### config.mk
export PLATFORM = sky130hd
export DESIGN_NAME = resistive_touch_sample_filter_flat
export DESIGN_NICKNAME = d
export VERILOG_FILES = /design/src/hw/rtl/rtsf_pkg.sv /design/src/hw/rtl/rtsf_if.sv /design/src/hw/rtl/resistive_touch_sample_filter.sv /design/src/hw/rtl/rtsf_div.sv /design/src/flat_wrapper.sv
export SDC_FILE = /design/constraint.sdc
export NUM_CORES = 2
export LEC_CHECK = 0
export ABC_CLOCK_PERIOD_IN_PS = 16100
export BUFFER_PORTS_ARGS = -buffer_cell sky130_fd_sc_hd__buf_2
export CAP_MARGIN = 20
export CORE_MARGIN = 8
export CORE_UTILIZATION = 52
export CTS_BUF_LIST = sky130_fd_sc_hd__clkbuf_8
export CTS_CLUSTER_SIZE = 8
export DETAILED_ROUTE_END_ITERATION = 6
export GPL_TIMING_DRIVEN = 1
export PLACE_DENSITY = 0.71
export SYNTH_ARGS = -nofsm -noshare
export SYNTH_HDL_FRONTEND = slang
export SYNTH_HIERARCHICAL = 1
export SYNTH_SLANG_ARGS = --single-unit
export TNS_END_PERCENT = 10
### constraint.sdc
create_clock -name clk -period 16.1 [get_ports clk]
set_clock_uncertainty 0.05 [all_clocks]
set_input_delay 1.61 -clock clk [delete_from_list [all_inputs] [get_ports clk]]
set_output_delay 1.61 -clock clk [all_outputs]
set_load 0.05 [all_outputs]
### src/hw/rtl/rtsf_pkg.sv
// Shared widths, reset values, register indexes and beat types for the touch sample filter.
`default_nettype none

package rtsf_pkg;

    localparam int RAW_W               = 12;
    localparam int PRESS_W             = 13;
    localparam int SCR_X_W             = 8;
    localparam int SCR_Y_W             = 9;
    localparam int SIZE_W              = 12;
    localparam int PROD_W              = RAW_W + SIZE_W;
    localparam int CFG_IDX_W           = 3;
    localparam int CFG_DATA_W          = 13;
    localparam int DIV_STEPS_PER_STAGE = 2;

    localparam int DEF_SCREEN_WIDTH  = 240;
    localparam int DEF_SCREEN_HEIGHT = 320;

    localparam logic [RAW_W-1:0]   FULL_SCALE   = 12'hFFF;
    localparam logic [RAW_W-1:0]   GLITCH_LIMIT = 12'd2048;

    localparam logic [PRESS_W-1:0] RST_THRESHOLD = 13'd400;
    localparam logic [RAW_W-1:0]   RST_X_MIN     = 12'd260;
    localparam logic [RAW_W-1:0]   RST_X_MAX     = 12'd3760;
    localparam logic [RAW_W-1:0]   RST_Y_MIN     = 12'd260;
    localparam logic [RAW_W-1:0]   RST_Y_MAX     = 12'd3660;

    typedef enum logic [CFG_IDX_W-1:0] {
        CFG_THRESHOLD = 3'd0,
        CFG_MIRROR_X  = 3'd1,
        CFG_MIRROR_Y  = 3'd2,
        CFG_X_MIN     = 3'd3,
        CFG_X_MAX     = 3'd4,
        CFG_Y_MIN     = 3'd5,
        CFG_Y_MAX     = 3'd6
    } cfg_idx_t;

    typedef struct packed {
        logic [PROD_W-1:0] dvd;
        logic [RAW_W-1:0]  den;
        logic              sat;
        logic              zero;
    } axis_job_t;

    typedef struct packed {
        logic               touched;
        logic [PRESS_W-1:0] pressure;
        logic [RAW_W-1:0]   raw_x;
        logic [RAW_W-1:0]   raw_y;
    } frame_meta_t;

endpackage

`default_nettype wire

### src/hw/rtl/rtsf_if.sv
// Frame, result and configuration channel interfaces.
`default_nettype none

interface rtsf_frame_if;
    import rtsf_pkg::*;
    logic             valid;
    logic             ready;
    logic [RAW_W-1:0] pressure_first;
    logic [RAW_W-1:0] pressure_second;
    logic [RAW_W-1:0] x_reading_a;
    logic [RAW_W-1:0] x_reading_b;
    logic [RAW_W-1:0] x_reading_c;
    logic [RAW_W-1:0] y_reading_a;
    logic [RAW_W-1:0] y_reading_b;
    logic [RAW_W-1:0] y_reading_c;

    modport source (
        output valid, pressure_first, pressure_second,
               x_reading_a, x_reading_b, x_reading_c,
               y_reading_a, y_reading_b, y_reading_c,
        input  ready
    );
    modport sink (
        input  valid, pressure_first, pressure_second,
               x_reading_a, x_reading_b, x_reading_c,
               y_reading_a, y_reading_b, y_reading_c,
        output ready
    );
endinterface

interface rtsf_result_if;
    import rtsf_pkg::*;
    logic               valid;
    logic               ready;
    logic               touched;
    logic [PRESS_W-1:0] pressure;
    logic [RAW_W-1:0]   raw_x;
    logic [RAW_W-1:0]   raw_y;
    logic [SCR_X_W-1:0] screen_x;
    logic [SCR_Y_W-1:0] screen_y;

    modport source (
        output valid, touched, pressure, raw_x, raw_y, screen_x, screen_y,
        input  ready
    );
    modport sink (
        input  valid, touched, pressure, raw_x, raw_y, screen_x, screen_y,
        output ready
    );
endinterface

interface rtsf_cfg_if;
    import rtsf_pkg::*;
    logic                  valid;
    logic                  ready;
    logic [CFG_IDX_W-1:0]  index;
    logic [CFG_DATA_W-1:0] data;

    modport source (output valid, index, data, input ready);
    modport sink   (input valid, index, data, output ready);
endinterface

`default_nettype wire

### src/hw/rtl/resistive_touch_sample_filter.sv
// Top level of the resistive touch sample filter: pressure gate, pair filter, calibration.
// Ten register stages: four front stages, then six divider stages of two quotient bits each.
// Throughput: one frame per cycle unless the result side stalls.
// The divider depth sets the latency.
// Reset: clears all stage valid bits and loads the configuration defaults.
`default_nettype none

module resistive_touch_sample_filter #(
    parameter int SCREEN_WIDTH  = rtsf_pkg::DEF_SCREEN_WIDTH,
    parameter int SCREEN_HEIGHT = rtsf_pkg::DEF_SCREEN_HEIGHT
) (
    input  wire logic     clk,
    input  wire logic     rst_n,
    rtsf_frame_if.sink    frame,
    rtsf_result_if.source result,
    rtsf_cfg_if.sink      cfg
);
    import rtsf_pkg::*;

    localparam logic [SIZE_W-1:0] SIZE_X = SIZE_W'(SCREEN_WIDTH);
    localparam logic [SIZE_W-1:0] SIZE_Y = SIZE_W'(SCREEN_HEIGHT);

    function automatic logic [RAW_W-1:0] absdiff(input logic [RAW_W-1:0] p,
                                                 input logic [RAW_W-1:0] q);
        return (p > q) ? (p - q) : (q - p);
    endfunction

    function automatic logic [RAW_W-1:0] pair_mean(
        input logic [RAW_W-1:0] a, input logic [RAW_W-1:0] b, input logic [RAW_W-1:0] c,
        input logic [RAW_W-1:0] dab, input logic [RAW_W-1:0] dca,
        input logic [RAW_W-1:0] dbc);
        logic [RAW_W:0] sum;
        priority if (dab <= dca && dab <= dbc) sum = {1'b0, a} + {1'b0, b};
        else if (dca <= dab && dca <= dbc)     sum = {1'b0, a} + {1'b0, c};
        else                                   sum = {1'b0, b} + {1'b0, c};
        return sum[RAW_W:1];
    endfunction

    // configuration registers
    logic [PRESS_W-1:0] thr_reg;
    logic               mirror_x_reg;
    logic               mirror_y_reg;
    logic [RAW_W-1:0]   x_min_reg;
    logic [RAW_W-1:0]   x_max_reg;
    logic [RAW_W-1:0]   y_min_reg;
    logic [RAW_W-1:0]   y_max_reg;

    assign cfg.ready = 1'b1;

    always_ff @(posedge clk or negedge rst_n)
    begin
        if (!rst_n)
        begin
            thr_reg      <= RST_THRESHOLD;
            mirror_x_reg <= 1'b0;
            mirror_y_reg <= 1'b0;
            x_min_reg    <= RST_X_MIN;
            x_max_reg    <= RST_X_MAX;
            y_min_reg    <= RST_Y_MIN;
            y_max_reg    <= RST_Y_MAX;
        end
        else if (cfg.valid && cfg.ready)
        begin
            unique case (cfg_idx_t'(cfg.index))
                CFG_THRESHOLD: thr_reg      <= cfg.data[PRESS_W-1:0];
                CFG_MIRROR_X:  mirror_x_reg <= cfg.data[0];
                CFG_MIRROR_Y:  mirror_y_reg <= cfg.data[0];
                CFG_X_MIN:     x_min_reg    <= cfg.data[RAW_W-1:0];
                CFG_X_MAX:     x_max_reg    <= cfg.data[RAW_W-1:0];
                CFG_Y_MIN:     y_min_reg    <= cfg.data[RAW_W-1:0];
                CFG_Y_MAX:     y_max_reg    <= cfg.data[RAW_W-1:0];
                default: ;
            endcase
        end
    end

    // stage handshake chain
    logic s1_v_reg, s2_v_reg, s3_v_reg, s4_v_reg;
    logic s1_take, s2_take, s3_take, s4_take;
    logic div_in_ready;

    assign s4_take     = !s4_v_reg || div_in_ready;
    assign s3_take     = !s3_v_reg || s4_take;
    assign s2_take     = !s2_v_reg || s3_take;
    assign s1_take     = !s1_v_reg || s2_take;
    assign frame.ready = s1_take;

    always_ff @(posedge clk or negedge rst_n)
    begin
        if (!rst_n)
        begin
            s1_v_reg <= 1'b0;
            s2_v_reg <= 1'b0;
            s3_v_reg <= 1'b0;
            s4_v_reg <= 1'b0;
        end
        else
        begin
            if (s1_take) s1_v_reg <= frame.valid;
            if (s2_take) s2_v_reg <= s1_v_reg;
            if (s3_take) s3_v_reg <= s2_v_reg;
            if (s4_take) s4_v_reg <= s3_v_reg;
        end
    end

    // stage 1: pressure, touch gate, pairwise distances
    logic [RAW_W-1:0]   z1_clean;
    logic [PRESS_W-1:0] s1_press_next;
    logic               s1_touched_reg;
    logic [PRESS_W-1:0] s1_press_reg;
    logic [RAW_W-1:0]   s1_x_reg  [3];
    logic [RAW_W-1:0]   s1_y_reg  [3];
    logic [RAW_W-1:0]   s1_xd_reg [3];
    logic [RAW_W-1:0]   s1_yd_reg [3];

    assign z1_clean      = (frame.pressure_first >= GLITCH_LIMIT) ? '0 : frame.pressure_first;
    assign s1_press_next = PRESS_W'(FULL_SCALE) + PRESS_W'(z1_clean)
                         - PRESS_W'(frame.pressure_second);

    always_ff @(posedge clk)
    begin
        if (s1_take)
        begin
            s1_press_reg   <= s1_press_next;
            s1_touched_reg <= (s1_press_next >= thr_reg);
            s1_x_reg[0]    <= frame.x_reading_a;
            s1_x_reg[1]    <= frame.x_reading_b;
            s1_x_reg[2]    <= frame.x_reading_c;
            s1_y_reg[0]    <= frame.y_reading_a;
            s1_y_reg[1]    <= frame.y_reading_b;
            s1_y_reg[2]    <= frame.y_reading_c;
            s1_xd_reg[0]   <= absdiff(frame.x_reading_a, frame.x_reading_b);
            s1_xd_reg[1]   <= absdiff(frame.x_reading_c, frame.x_reading_a);
            s1_xd_reg[2]   <= absdiff(frame.x_reading_b, frame.x_reading_c);
            s1_yd_reg[0]   <= absdiff(frame.y_reading_a, frame.y_reading_b);
            s1_yd_reg[1]   <= absdiff(frame.y_reading_c, frame.y_reading_a);
            s1_yd_reg[2]   <= absdiff(frame.y_reading_b, frame.y_reading_c);
        end
    end

    // stage 2: closest pair mean, mirror, zero untouched frames
    logic [RAW_W-1:0] x_mean, y_mean, x_dir, y_dir;
    frame_meta_t      s2_meta_next;
    frame_meta_t      s2_meta_reg;

    assign x_mean = pair_mean(s1_x_reg[0], s1_x_reg[1], s1_x_reg[2],
                              s1_xd_reg[0], s1_xd_reg[1], s1_xd_reg[2]);
    assign y_mean = pair_mean(s1_y_reg[0], s1_y_reg[1], s1_y_reg[2],
                              s1_yd_reg[0], s1_yd_reg[1], s1_yd_reg[2]);
    assign x_dir  = mirror_x_reg ? (FULL_SCALE - x_mean) : x_mean;
    assign y_dir  = mirror_y_reg ? (FULL_SCALE - y_mean) : y_mean;

    always_comb
    begin
        s2_meta_next.touched  = s1_touched_reg;
        s2_meta_next.pressure = s1_touched_reg ? s1_press_reg : '0;
        s2_meta_next.raw_x    = s1_touched_reg ? x_dir : '0;
        s2_meta_next.raw_y    = s1_touched_reg ? y_dir : '0;
    end

    always_ff @(posedge clk)
    begin
        if (s2_take) s2_meta_reg <= s2_meta_next;
    end

    // stage 3: calibration offsets and span
    logic [RAW_W-1:0] s3_num_x_reg, s3_num_y_reg;
    axis_job_t        s3_job_x_reg, s3_job_y_reg;
    frame_meta_t      s3_meta_reg;

    always_ff @(posedge clk)
    begin
        if (s3_take)
        begin
            s3_meta_reg       <= s2_meta_reg;
            s3_num_x_reg      <= s2_meta_reg.raw_x - x_min_reg;
            s3_num_y_reg      <= s2_meta_reg.raw_y - y_min_reg;
            s3_job_x_reg.dvd  <= '0;
            s3_job_x_reg.den  <= x_max_reg - x_min_reg;
            s3_job_x_reg.zero <= (x_max_reg <= x_min_reg) || (s2_meta_reg.raw_x <= x_min_reg);
            s3_job_x_reg.sat  <= (s2_meta_reg.raw_x >= x_max_reg);
            s3_job_y_reg.dvd  <= '0;
            s3_job_y_reg.den  <= y_max_reg - y_min_reg;
            s3_job_y_reg.zero <= (y_max_reg <= y_min_reg) || (s2_meta_reg.raw_y <= y_min_reg);
            s3_job_y_reg.sat  <= (s2_meta_reg.raw_y >= y_max_reg);
        end
    end

    // stage 4: scale by screen size
    axis_job_t   s4_job_x_reg, s4_job_y_reg;
    frame_meta_t s4_meta_reg;

    always_ff @(posedge clk)
    begin
        if (s4_take)
        begin
            s4_meta_reg       <= s3_meta_reg;
            s4_job_x_reg.dvd  <= PROD_W'(s3_num_x_reg) * PROD_W'(SIZE_X);
            s4_job_x_reg.den  <= s3_job_x_reg.den;
            s4_job_x_reg.sat  <= s3_job_x_reg.sat;
            s4_job_x_reg.zero <= s3_job_x_reg.zero;
            s4_job_y_reg.dvd  <= PROD_W'(s3_num_y_reg) * PROD_W'(SIZE_Y);
            s4_job_y_reg.den  <= s3_job_y_reg.den;
            s4_job_y_reg.sat  <= s3_job_y_reg.sat;
            s4_job_y_reg.zero <= s3_job_y_reg.zero;
        end
    end

    // stages 5 and on: division and saturation
    logic [RAW_W-1:0] scr_x, scr_y;
    frame_meta_t      out_meta;

    rtsf_div #(
        .SCREEN_WIDTH  (SCREEN_WIDTH),
        .SCREEN_HEIGHT (SCREEN_HEIGHT)
    ) u_div (
        .clk       (clk),
        .rst_n     (rst_n),
        .in_valid  (s4_v_reg),
        .in_ready  (div_in_ready),
        .job_x     (s4_job_x_reg),
        .job_y     (s4_job_y_reg),
        .in_meta   (s4_meta_reg),
        .out_valid (result.valid),
        .out_ready (result.ready),
        .scr_x     (scr_x),
        .scr_y     (scr_y),
        .out_meta  (out_meta)
    );

    assign result.touched  = out_meta.touched;
    assign result.pressure = out_meta.pressure;
    assign result.raw_x    = out_meta.raw_x;
    assign result.raw_y    = out_meta.raw_y;
    assign result.screen_x = scr_x[SCR_X_W-1:0];
    assign result.screen_y = scr_y[SCR_Y_W-1:0];

    assert property (@(posedge clk) disable iff (!rst_n)
        frame.valid && frame.ready |=> s1_v_reg)
        else $error("accepted frame beat did not enter the first stage");

    assert property (@(posedge clk) disable iff (!rst_n)
        result.valid && !result.touched |->
            result.pressure == '0 && result.raw_x == '0 && result.raw_y == '0 &&
            result.screen_x == '0 && result.screen_y == '0)
        else $error("untouched result beat carries nonzero fields");

    assert property (@(posedge clk) disable iff (!rst_n)
        result.valid && result.touched |-> result.pressure >= thr_reg)
        else $error("touched result beat below pressure threshold");

    assert property (@(posedge clk) disable iff (!rst_n)
        result.valid && result.touched && result.raw_x <= x_min_reg |-> result.screen_x == '0)
        else $error("screen x nonzero for raw x at or below calibration minimum");

endmodule

`default_nettype wire

### src/hw/rtl/rtsf_div.sv
// Pipelined restoring divider mapping both axes to screen coordinates.
`default_nettype none

module rtsf_div #(
    parameter int SCREEN_WIDTH  = rtsf_pkg::DEF_SCREEN_WIDTH,
    parameter int SCREEN_HEIGHT = rtsf_pkg::DEF_SCREEN_HEIGHT
) (
    input  wire logic                      clk,
    input  wire logic                      rst_n,
    input  wire logic                      in_valid,
    output logic                           in_ready,
    input  wire rtsf_pkg::axis_job_t       job_x,
    input  wire rtsf_pkg::axis_job_t       job_y,
    input  wire rtsf_pkg::frame_meta_t     in_meta,
    output logic                           out_valid,
    input  wire logic                      out_ready,
    output logic [rtsf_pkg::RAW_W-1:0]     scr_x,
    output logic [rtsf_pkg::RAW_W-1:0]     scr_y,
    output rtsf_pkg::frame_meta_t          out_meta
);
    import rtsf_pkg::*;

    localparam int NSTG = RAW_W / DIV_STEPS_PER_STAGE;
    localparam logic [RAW_W-1:0] SIZE_X = RAW_W'(SCREEN_WIDTH);
    localparam logic [RAW_W-1:0] SIZE_Y = RAW_W'(SCREEN_HEIGHT);

    typedef struct packed {
        logic [RAW_W-1:0] rem;
        logic [RAW_W-1:0] quo;
        logic [RAW_W-1:0] low;
        logic [RAW_W-1:0] den;
        logic             sat;
        logic             zero;
    } div_lane_t;

    function automatic div_lane_t lane_start(input axis_job_t j);
        div_lane_t l;
        l.rem  = j.dvd[PROD_W-1:RAW_W];
        l.low  = j.dvd[RAW_W-1:0];
        l.quo  = '0;
        l.den  = j.den;
        l.sat  = j.sat;
        l.zero = j.zero;
        return l;
    endfunction

    function automatic div_lane_t lane_steps(input div_lane_t l);
        div_lane_t        r;
        logic [RAW_W:0]   trial;
        r = l;
        for (int i = 0; i < DIV_STEPS_PER_STAGE; i++) begin
            trial = {r.rem, r.low[RAW_W-1]};
            if (trial >= {1'b0, r.den}) begin
                r.rem = RAW_W'(trial - {1'b0, r.den});
                r.quo = {r.quo[RAW_W-2:0], 1'b1};
            end
            else begin
                r.rem = trial[RAW_W-1:0];
                r.quo = {r.quo[RAW_W-2:0], 1'b0};
            end
            r.low = {r.low[RAW_W-2:0], 1'b0};
        end
        return r;
    endfunction

    function automatic div_lane_t lane_finish(input div_lane_t l, input logic [RAW_W-1:0] size);
        div_lane_t r;
        r = l;
        priority if (l.zero) r.quo = '0;
        else if (l.sat)      r.quo = size;
        else                 r.quo = l.quo;
        return r;
    endfunction

    div_lane_t   lx_reg   [NSTG];
    div_lane_t   ly_reg   [NSTG];
    frame_meta_t meta_reg [NSTG];
    div_lane_t   lx_next  [NSTG];
    div_lane_t   ly_next  [NSTG];
    logic [NSTG-1:0] v_reg;
    logic [NSTG:0]   take;

    assign take[NSTG] = out_ready;
    assign in_ready   = take[0];

    for (genvar k = 0; k < NSTG; k++) begin : g_stage
        div_lane_t   sx;
        div_lane_t   sy;
        logic        prev_v;
        frame_meta_t prev_meta;

        assign take[k] = !v_reg[k] || take[k+1];

        if (k == 0) begin : g_first
            assign sx        = lane_steps(lane_start(job_x));
            assign sy        = lane_steps(lane_start(job_y));
            assign prev_v    = in_valid;
            assign prev_meta = in_meta;
        end
        else begin : g_mid
            assign sx        = lane_steps(lx_reg[k-1]);
            assign sy        = lane_steps(ly_reg[k-1]);
            assign prev_v    = v_reg[k-1];
            assign prev_meta = meta_reg[k-1];
        end

        if (k == NSTG - 1) begin : g_last
            assign lx_next[k] = lane_finish(sx, SIZE_X);
            assign ly_next[k] = lane_finish(sy, SIZE_Y);
        end
        else begin : g_pass
            assign lx_next[k] = sx;
            assign ly_next[k] = sy;
        end

        always_ff @(posedge clk or negedge rst_n)
        begin
            if (!rst_n)
            begin
                v_reg[k] <= 1'b0;
            end
            else if (take[k])
            begin
                v_reg[k] <= prev_v;
            end
        end

        always_ff @(posedge clk)
        begin
            if (take[k])
            begin
                lx_reg[k]   <= lx_next[k];
                ly_reg[k]   <= ly_next[k];
                meta_reg[k] <= prev_meta;
            end
        end
    end

    assign out_valid = v_reg[NSTG-1];
    assign scr_x     = lx_reg[NSTG-1].quo;
    assign scr_y     = ly_reg[NSTG-1].quo;
    assign out_meta  = meta_reg[NSTG-1];

endmodule

`default_nettype wire

### src/flat_wrapper.sv
// flat-port wrapper written by rule: the top's interface ports become plain ports
module resistive_touch_sample_filter_flat import rtsf_pkg::*;
#(
    parameter int SCREEN_WIDTH  = rtsf_pkg::DEF_SCREEN_WIDTH,
    parameter int SCREEN_HEIGHT = rtsf_pkg::DEF_SCREEN_HEIGHT
)
  (clk, rst_n, frame_valid, frame_pressure_first, frame_pressure_second, frame_x_reading_a, frame_x_reading_b, frame_x_reading_c, frame_y_reading_a, frame_y_reading_b, frame_y_reading_c, frame_ready, result_valid, result_touched, result_pressure, result_raw_x, result_raw_y, result_screen_x, result_screen_y, result_ready, cfg_valid, cfg_index, cfg_data, cfg_ready);
  rtsf_frame_if frame_i ();
  rtsf_result_if result_i ();
  rtsf_cfg_if cfg_i ();
  input  wire logic clk;
  input  wire logic rst_n;
  input wire logic [$bits(frame_i.valid)-1:0] frame_valid;
  input wire logic [$bits(frame_i.pressure_first)-1:0] frame_pressure_first;
  input wire logic [$bits(frame_i.pressure_second)-1:0] frame_pressure_second;
  input wire logic [$bits(frame_i.x_reading_a)-1:0] frame_x_reading_a;
  input wire logic [$bits(frame_i.x_reading_b)-1:0] frame_x_reading_b;
  input wire logic [$bits(frame_i.x_reading_c)-1:0] frame_x_reading_c;
  input wire logic [$bits(frame_i.y_reading_a)-1:0] frame_y_reading_a;
  input wire logic [$bits(frame_i.y_reading_b)-1:0] frame_y_reading_b;
  input wire logic [$bits(frame_i.y_reading_c)-1:0] frame_y_reading_c;
  output wire logic [$bits(frame_i.ready)-1:0] frame_ready;
  output wire logic [$bits(result_i.valid)-1:0] result_valid;
  output wire logic [$bits(result_i.touched)-1:0] result_touched;
  output wire logic [$bits(result_i.pressure)-1:0] result_pressure;
  output wire logic [$bits(result_i.raw_x)-1:0] result_raw_x;
  output wire logic [$bits(result_i.raw_y)-1:0] result_raw_y;
  output wire logic [$bits(result_i.screen_x)-1:0] result_screen_x;
  output wire logic [$bits(result_i.screen_y)-1:0] result_screen_y;
  input wire logic [$bits(result_i.ready)-1:0] result_ready;
  input wire logic [$bits(cfg_i.valid)-1:0] cfg_valid;
  input wire logic [$bits(cfg_i.index)-1:0] cfg_index;
  input wire logic [$bits(cfg_i.data)-1:0] cfg_data;
  output wire logic [$bits(cfg_i.ready)-1:0] cfg_ready;
  assign frame_i.valid = frame_valid;
  assign frame_i.pressure_first = frame_pressure_first;
  assign frame_i.pressure_second = frame_pressure_second;
  assign frame_i.x_reading_a = frame_x_reading_a;
  assign frame_i.x_reading_b = frame_x_reading_b;
  assign frame_i.x_reading_c = frame_x_reading_c;
  assign frame_i.y_reading_a = frame_y_reading_a;
  assign frame_i.y_reading_b = frame_y_reading_b;
  assign frame_i.y_reading_c = frame_y_reading_c;
  assign frame_ready = frame_i.ready;
  assign result_valid = result_i.valid;
  assign result_touched = result_i.touched;
  assign result_pressure = result_i.pressure;
  assign result_raw_x = result_i.raw_x;
  assign result_raw_y = result_i.raw_y;
  assign result_screen_x = result_i.screen_x;
  assign result_screen_y = result_i.screen_y;
  assign result_i.ready = result_ready;
  assign cfg_i.valid = cfg_valid;
  assign cfg_i.index = cfg_index;
  assign cfg_i.data = cfg_data;
  assign cfg_ready = cfg_i.ready;
  resistive_touch_sample_filter #(.SCREEN_WIDTH(SCREEN_WIDTH), .SCREEN_HEIGHT(SCREEN_HEIGHT)) u_core (.clk(clk), .rst_n(rst_n), .frame(frame_i), .result(result_i), .cfg(cfg_i));
endmodule
; ---- Word-level counts from Yosys, hierarchy flattened
; Memory sizes are Yosys's and may differ from the RTL's.
; Index checks and enable logic that the tools add are counted.
[totals]
regBits = 312
ram_bits = 948
in_bits = 117
n_memories = 7
[mem_list]
columns = memory, depth, width, read_ports, rd_clocked_by_memory_dff, wr, line
row1 = u_core.u_div.lx_reg, 6, 48, 6, 0, 6, rtsf_div.sv:75  ; div_lane_t lx_reg [NSTG];
row2 = u_core.u_div.ly_reg, 6, 48, 6, 0, 6, rtsf_div.sv:76  ; div_lane_t ly_reg [NSTG];
row3 = u_core.u_div.meta_reg, 6, 38, 6, 0, 6, rtsf_div.sv:77  ; frame_meta_t meta_reg [NSTG];
row4 = u_core.s1_x_reg, 3, 12, 3, 0, 3, resistive_touch_sample_filter.sv:111  ; logic [RAW_W-1:0] s1_x_reg [3];
row5 = u_core.s1_xd_reg, 3, 12, 3, 0, 3, resistive_touch_sample_filter.sv:113  ; logic [RAW_W-1:0] s1_xd_reg [3];
row6 = u_core.s1_y_reg, 3, 12, 3, 0, 3, resistive_touch_sample_filter.sv:112  ; logic [RAW_W-1:0] s1_y_reg [3];
row7 = 1 more memories, -, -, -, -, -, -
[op_classes]
n_addsub = 50
n_mul = 2
n_lt_le_gt_ge = 46
n_eq_ne = 6
n_mux = 55
reduce_logical = 34
[op_table]
columns = op, count
row1 = 2-to-1 mux 24 bit, 24
row2 = subtractor 12 bit, 38
row3 = greater-or-equal comparator 13 x 12 -> 1 bit, 22
row4 = 2-to-1 mux 12 bit, 13
row5 = less-or-equal comparator 12 bit, 12
row6 = adder 12 x 12 -> 13 bit, 6
row7 = greater-than comparator 12 bit, 6
row8 = 2-to-1 mux 13 bit, 4
row9 = greater-or-equal comparator 12 bit, 2
row10 = "subtractor 12 bit, first input constant", 2
row11 = "multiplier 12 x 4 -> 16 bit, second input constant", 1
row12 = "multiplier 12 x 3 -> 15 bit, second input constant", 1
row13 = 2-to-1 mux 1 bit, 14
row14 = AND reduction 2 bit, 7
row15 = "adder 12 x 12 -> 13 bit, first input constant", 1
row16 = greater-or-equal comparator 13 bit, 1
row17 = subtractor 13 x 12 -> 13 bit, 1
row18 = greater-or-equal comparator 10 x 12 -> 1 bit, 1
row19 = "greater-or-equal comparator 12 bit, second input constant", 1
row20 = greater-or-equal comparator 9 x 12 -> 1 bit, 1
row21 = logical OR 1 bit, 12
row22 = subtractor 10 x 12 -> 12 bit, 1
row23 = subtractor 9 x 12 -> 12 bit, 1
row24 = zero test 1 bit, 10
row25 = other kinds (5), 11

; ---- Longest topological paths before layout
[logic_depth]
depth_word = 13
mapped_depth = 22

; ---- Modules after synthesis
; The synthesis kept the hierarchy.
[by_module_without_submodules]
columns = module, instances, cells_each, area_per_inst_um2, seq_area_each_um2
row1 = rtsf_div, 1, 2749, 34536.9, 19128.3
row2 = resistive_touch_sample_filter, 1, 2681, 29676.0, 13201.4

; ---- Worst setup path after synthesis
; No wires, ideal clock.
[synth_timing]
kind = input to register
from = input result_ready
to = register u_core.s1_press_reg[0] (enable)
setup_ps = 2207
arrival_ps = 14102
t_required_ps = 13843
setup_slack_ps = -259
stages = 6
n_path_buf = 0
cell_sequence = nor2b_1 nand3_1 nor2_1 nand3_1 nor2b_1 nand4_1
[synth_between]
elab_chain_len = 10
[synth_rtl]
columns = element, line
row1 = from (decl), flat_wrapper.sv:30  ; input wire logic [$bits(result_i.ready)-1:0] result_ready;
row2 = logical OR 1 bit (3 in series), rtsf_div.sv:92  ; assign take[k] = !v_reg[k] || take[k+1];
row3 = net u_core.u_div.take[3], rtsf_div.sv:81  ; logic [NSTG:0] take;
row4 = logical OR 1 bit (3 in series), rtsf_div.sv:92
row5 = net u_core.div_in_ready, resistive_touch_sample_filter.sv:80  ; logic div_in_ready;
row6 = logical OR 1 bit, resistive_touch_sample_filter.sv:82  ; assign s4_take = !s4_v_reg || div_in_ready;
row7 = logical OR 1 bit, resistive_touch_sample_filter.sv:83  ; assign s3_take = !s3_v_reg || s4_take;
row8 = logical OR 1 bit, resistive_touch_sample_filter.sv:84  ; assign s2_take = !s2_v_reg || s3_take;
row9 = logical OR 1 bit, resistive_touch_sample_filter.sv:85  ; assign s1_take = !s1_v_reg || s2_take;
row10 = net frame_ready, flat_wrapper.sv:22  ; output wire logic [$bits(frame_i.ready)-1:0] frame_ready;
row11 = to (signal assigned), resistive_touch_sample_filter.sv:124  ; s1_press_reg <= s1_press_next;
row12 = to (decl), resistive_touch_sample_filter.sv:110  ; logic [PRESS_W-1:0] s1_press_reg;
; The timed path passes the listed nets, and every way through them passes these cells.
; A chain may end at the register's enable or synchronous reset.

; ---- Final worst setup path
[layout_timing]
from = input result_ready
to = output frame_ready
[layout_between]
elab_chain_len = 10
[layout_rtl]
columns = element, line
row1 = logical OR 1 bit (3 in series), rtsf_div.sv:92
row2 = net u_core.u_div.take[3], rtsf_div.sv:81
row3 = logical OR 1 bit (3 in series), rtsf_div.sv:92
row4 = net u_core.div_in_ready, resistive_touch_sample_filter.sv:80
row5 = logical OR 1 bit, resistive_touch_sample_filter.sv:82
row6 = logical OR 1 bit, resistive_touch_sample_filter.sv:83
row7 = logical OR 1 bit, resistive_touch_sample_filter.sv:84
row8 = logical OR 1 bit, resistive_touch_sample_filter.sv:85
row9 = to (decl), flat_wrapper.sv:22
; The timed path passes the listed nets, and every way through them passes these cells.

==> impl_metrics.csv <==
group,metric,value,unit
run_status,outcome,"finished, final reports clean",
synthesis,synth.cell_area,63000,µm²
critical_path,critical_path.endpoint_type,"output port",
critical_path,timing.rr.start,"u_core/u_div/lx_reg[1][4]",
routing,detail_route.wl_per_cell,17.7,µm
worst_hold_path,min-delay-path-class,"reg -> reg",
critical_path,critical_path.max_fanout,46,
routing,dr_wl_met3,5930,µm
worst_hold_path,hold-path-cell-count,0,
timing,grt_setup_unrepaired,"false",
worst_hold_path,min_delay_worst_endpoint,"u_core/u_div/meta_reg[1][36]",
cts,cts_resized,0,
die,core-area,120000,µm²
timing,tightestPinTransition,1.03,ns
cts,cts_made_buffers,173,
final_layout,area.growth.synth_to_final,10.2,%
cts,root_buffer,"sky130_fd_sc_hd__clkbuf_8",
routing,drt_drc_violations_left,0,
critical_path,r2r_slack,10.05,ns
critical_path,r2r.worst_path.cells,18,
cts,clock_tree.buffer_depth,3,
critical_path,startpoint_type,"primary input",
place,detailed_place_hpwl,102000,µm
routing,avgViaCountPerCell,5.53,
grt,grt_start_max_net_pins,75,
die,placement_rows,127,
timing,final.setup.tns,0,ns
cts,clock_sink_count,1049,
die,chipHeight,364,µm
final_layout,largest_register_ff_count,228,
critical_path,arr_time_crit_path,4.92,ns
critical_path,cp.required,14.44,ns
synthesis,yosys_warnings,6,
cts,post-cts-setup-buffer-count,0,
routing,detailedRoute.firstPassIterationCount,6,
grt,antenna_found_initial,10,
grt,grt_pass1_wl,210000,µm
place,numPortBuffers,173,
final_layout,layout-drive-gt1-share,13.1,%
cts,clkLatencyLatePin,0.86,ns
routing,route.vias.total,41200,
critical_path,reg2reg_to,"u_core/u_div/lx_reg[2][38]",
flow_run,max_cap_violations,0,
worst_hold_path,min-delay-start,"u_core/u_div/meta_reg[0][36]",
critical_path,worstSetupPathType,"in -> out",
routing,detail_route.wirelength,132000,µm
die,die_w,364,µm
grt,globalRouteOverflowTotal,0,
cts,holdBufCountCts,0,
grt,global_route_usage_over_all_layers,19.4,%
cts,path_clk_slew,0.05,ns
cts,tritoncts,"built",
die,initial_core_util,52.5,%
die,dieArea,133000,µm²
synthesis,syn-mean-instance-area,11.7,µm²
routing,routed-wl-met2,63200,µm
timing,maxSlewViolCount,0,
final_layout,fin_nets,6563,
cts,cts-htree-levels,4,
place,globalplace.congestion,0.927,
timing,final-hold-violation-count,0,
timing,setup-violations-final,0,
routing,top_layer_used,"met4",
timing,slew_headroom,31.0,%
routing,drtAntennaViolNets,0,
routing,detail_route.wirelength.met1,57600,µm
timing,fin_crit,6.58,ns
grt,number_of_global_route_vias_before_repair,41400,
synthesis,postSynthCellCount,5381,
timing,fmax,152,MHz
timing,period_share,40.9,%
die,design.portCount,175,
routing,initialDrtViolationCount,2746,
worst max path at each step:
stage	to	cells after the start	from
6_report	frame_ready	9	result_ready
5_1_grt	frame_ready	9	result_ready
4_1_cts	frame_ready	9	result_ready
3_5_place_dp	frame_ready	9	result_ready
3_3_place_gp	frame_ready	9	result_ready
2_1_floorplan	u_core/s1_press_reg[0]	6	result_ready
final cells by class:
class                   instances  area [µm²]
inverters                     540        2030
flip-flops and latches       1049       31200
clock inverters               128        1020
fillers                      9855       50500
well taps                    1612        2020
diodes                          7        17.5
clock buffers                 176        2420
multi-input cells            3732       29600
repair buffers                207        1150
through the flow:
step                      hold slack, ns  std cells  instance area (µm²)  setup slack, ns  utilization (%)
after floorplan                    0.350       5404                63100           0.0707                -
after global placement             0.350       7132                65900             9.58             54.9
after detailed placement           0.355       7133                65900             9.51             54.9
after CTS                          0.333       7437                69300             9.49             57.8
after global routing               0.330       7446                69400             9.24             57.9
final                              0.343       7451                69400             9.52             57.9
per-layer routing:
metal  up-vias  global-route usage, %
li1      20400                      -
met2       917                   33.5
met4         0                   7.56
met1     19600                   24.5
met3       301                   3.32
met5         -                      0
critical path, cell delays in order:
cell and delay (ns):
sky130_fd_sc_hd__buf_2 0.11, sky130_fd_sc_hd__nor2b_1 0.45, sky130_fd_sc_hd__nand3_4 0.59, sky130_fd_sc_hd__nor2_1 0.66
sky130_fd_sc_hd__nand3_4 0.18, sky130_fd_sc_hd__nor2b_1 0.49, sky130_fd_sc_hd__nand4_1 0.17, sky130_fd_sc_hd__buf_4 0.30
sky130_fd_sc_hd__buf_2 0.29
placed cells by master, fill, tap and decap left out, types with 54 or more instances in the layout:
cell type                  count
sky130_fd_sc_hd__nand4_1      76
sky130_fd_sc_hd__o21a_1       73
sky130_fd_sc_hd__nor2b_1     111
sky130_fd_sc_hd__ha_1        678
sky130_fd_sc_hd__nand2b_1     66
sky130_fd_sc_hd__a21o_1      150
sky130_fd_sc_hd__edfxtp_1    976
sky130_fd_sc_hd__nand3_1      70
sky130_fd_sc_hd__nand2_1     250
sky130_fd_sc_hd__inv_1       603
sky130_fd_sc_hd__buf_2       172
sky130_fd_sc_hd__nor3_1       91
sky130_fd_sc_hd__a21oi_1     332
sky130_fd_sc_hd__mux2i_1      75
sky130_fd_sc_hd__xor2_1      108
sky130_fd_sc_hd__clkbuf_8    176
sky130_fd_sc_hd__fa_1         65
sky130_fd_sc_hd__xnor2_1     233
sky130_fd_sc_hd__o21ai_0     287
sky130_fd_sc_hd__nor2_1      285
sky130_fd_sc_hd__mux2_2      237
sky130_fd_sc_hd__dfrtp_1      54
Power is not shown: default switching activity piles up to over one toggle a cycle in this logic, so the estimate is an artifact.
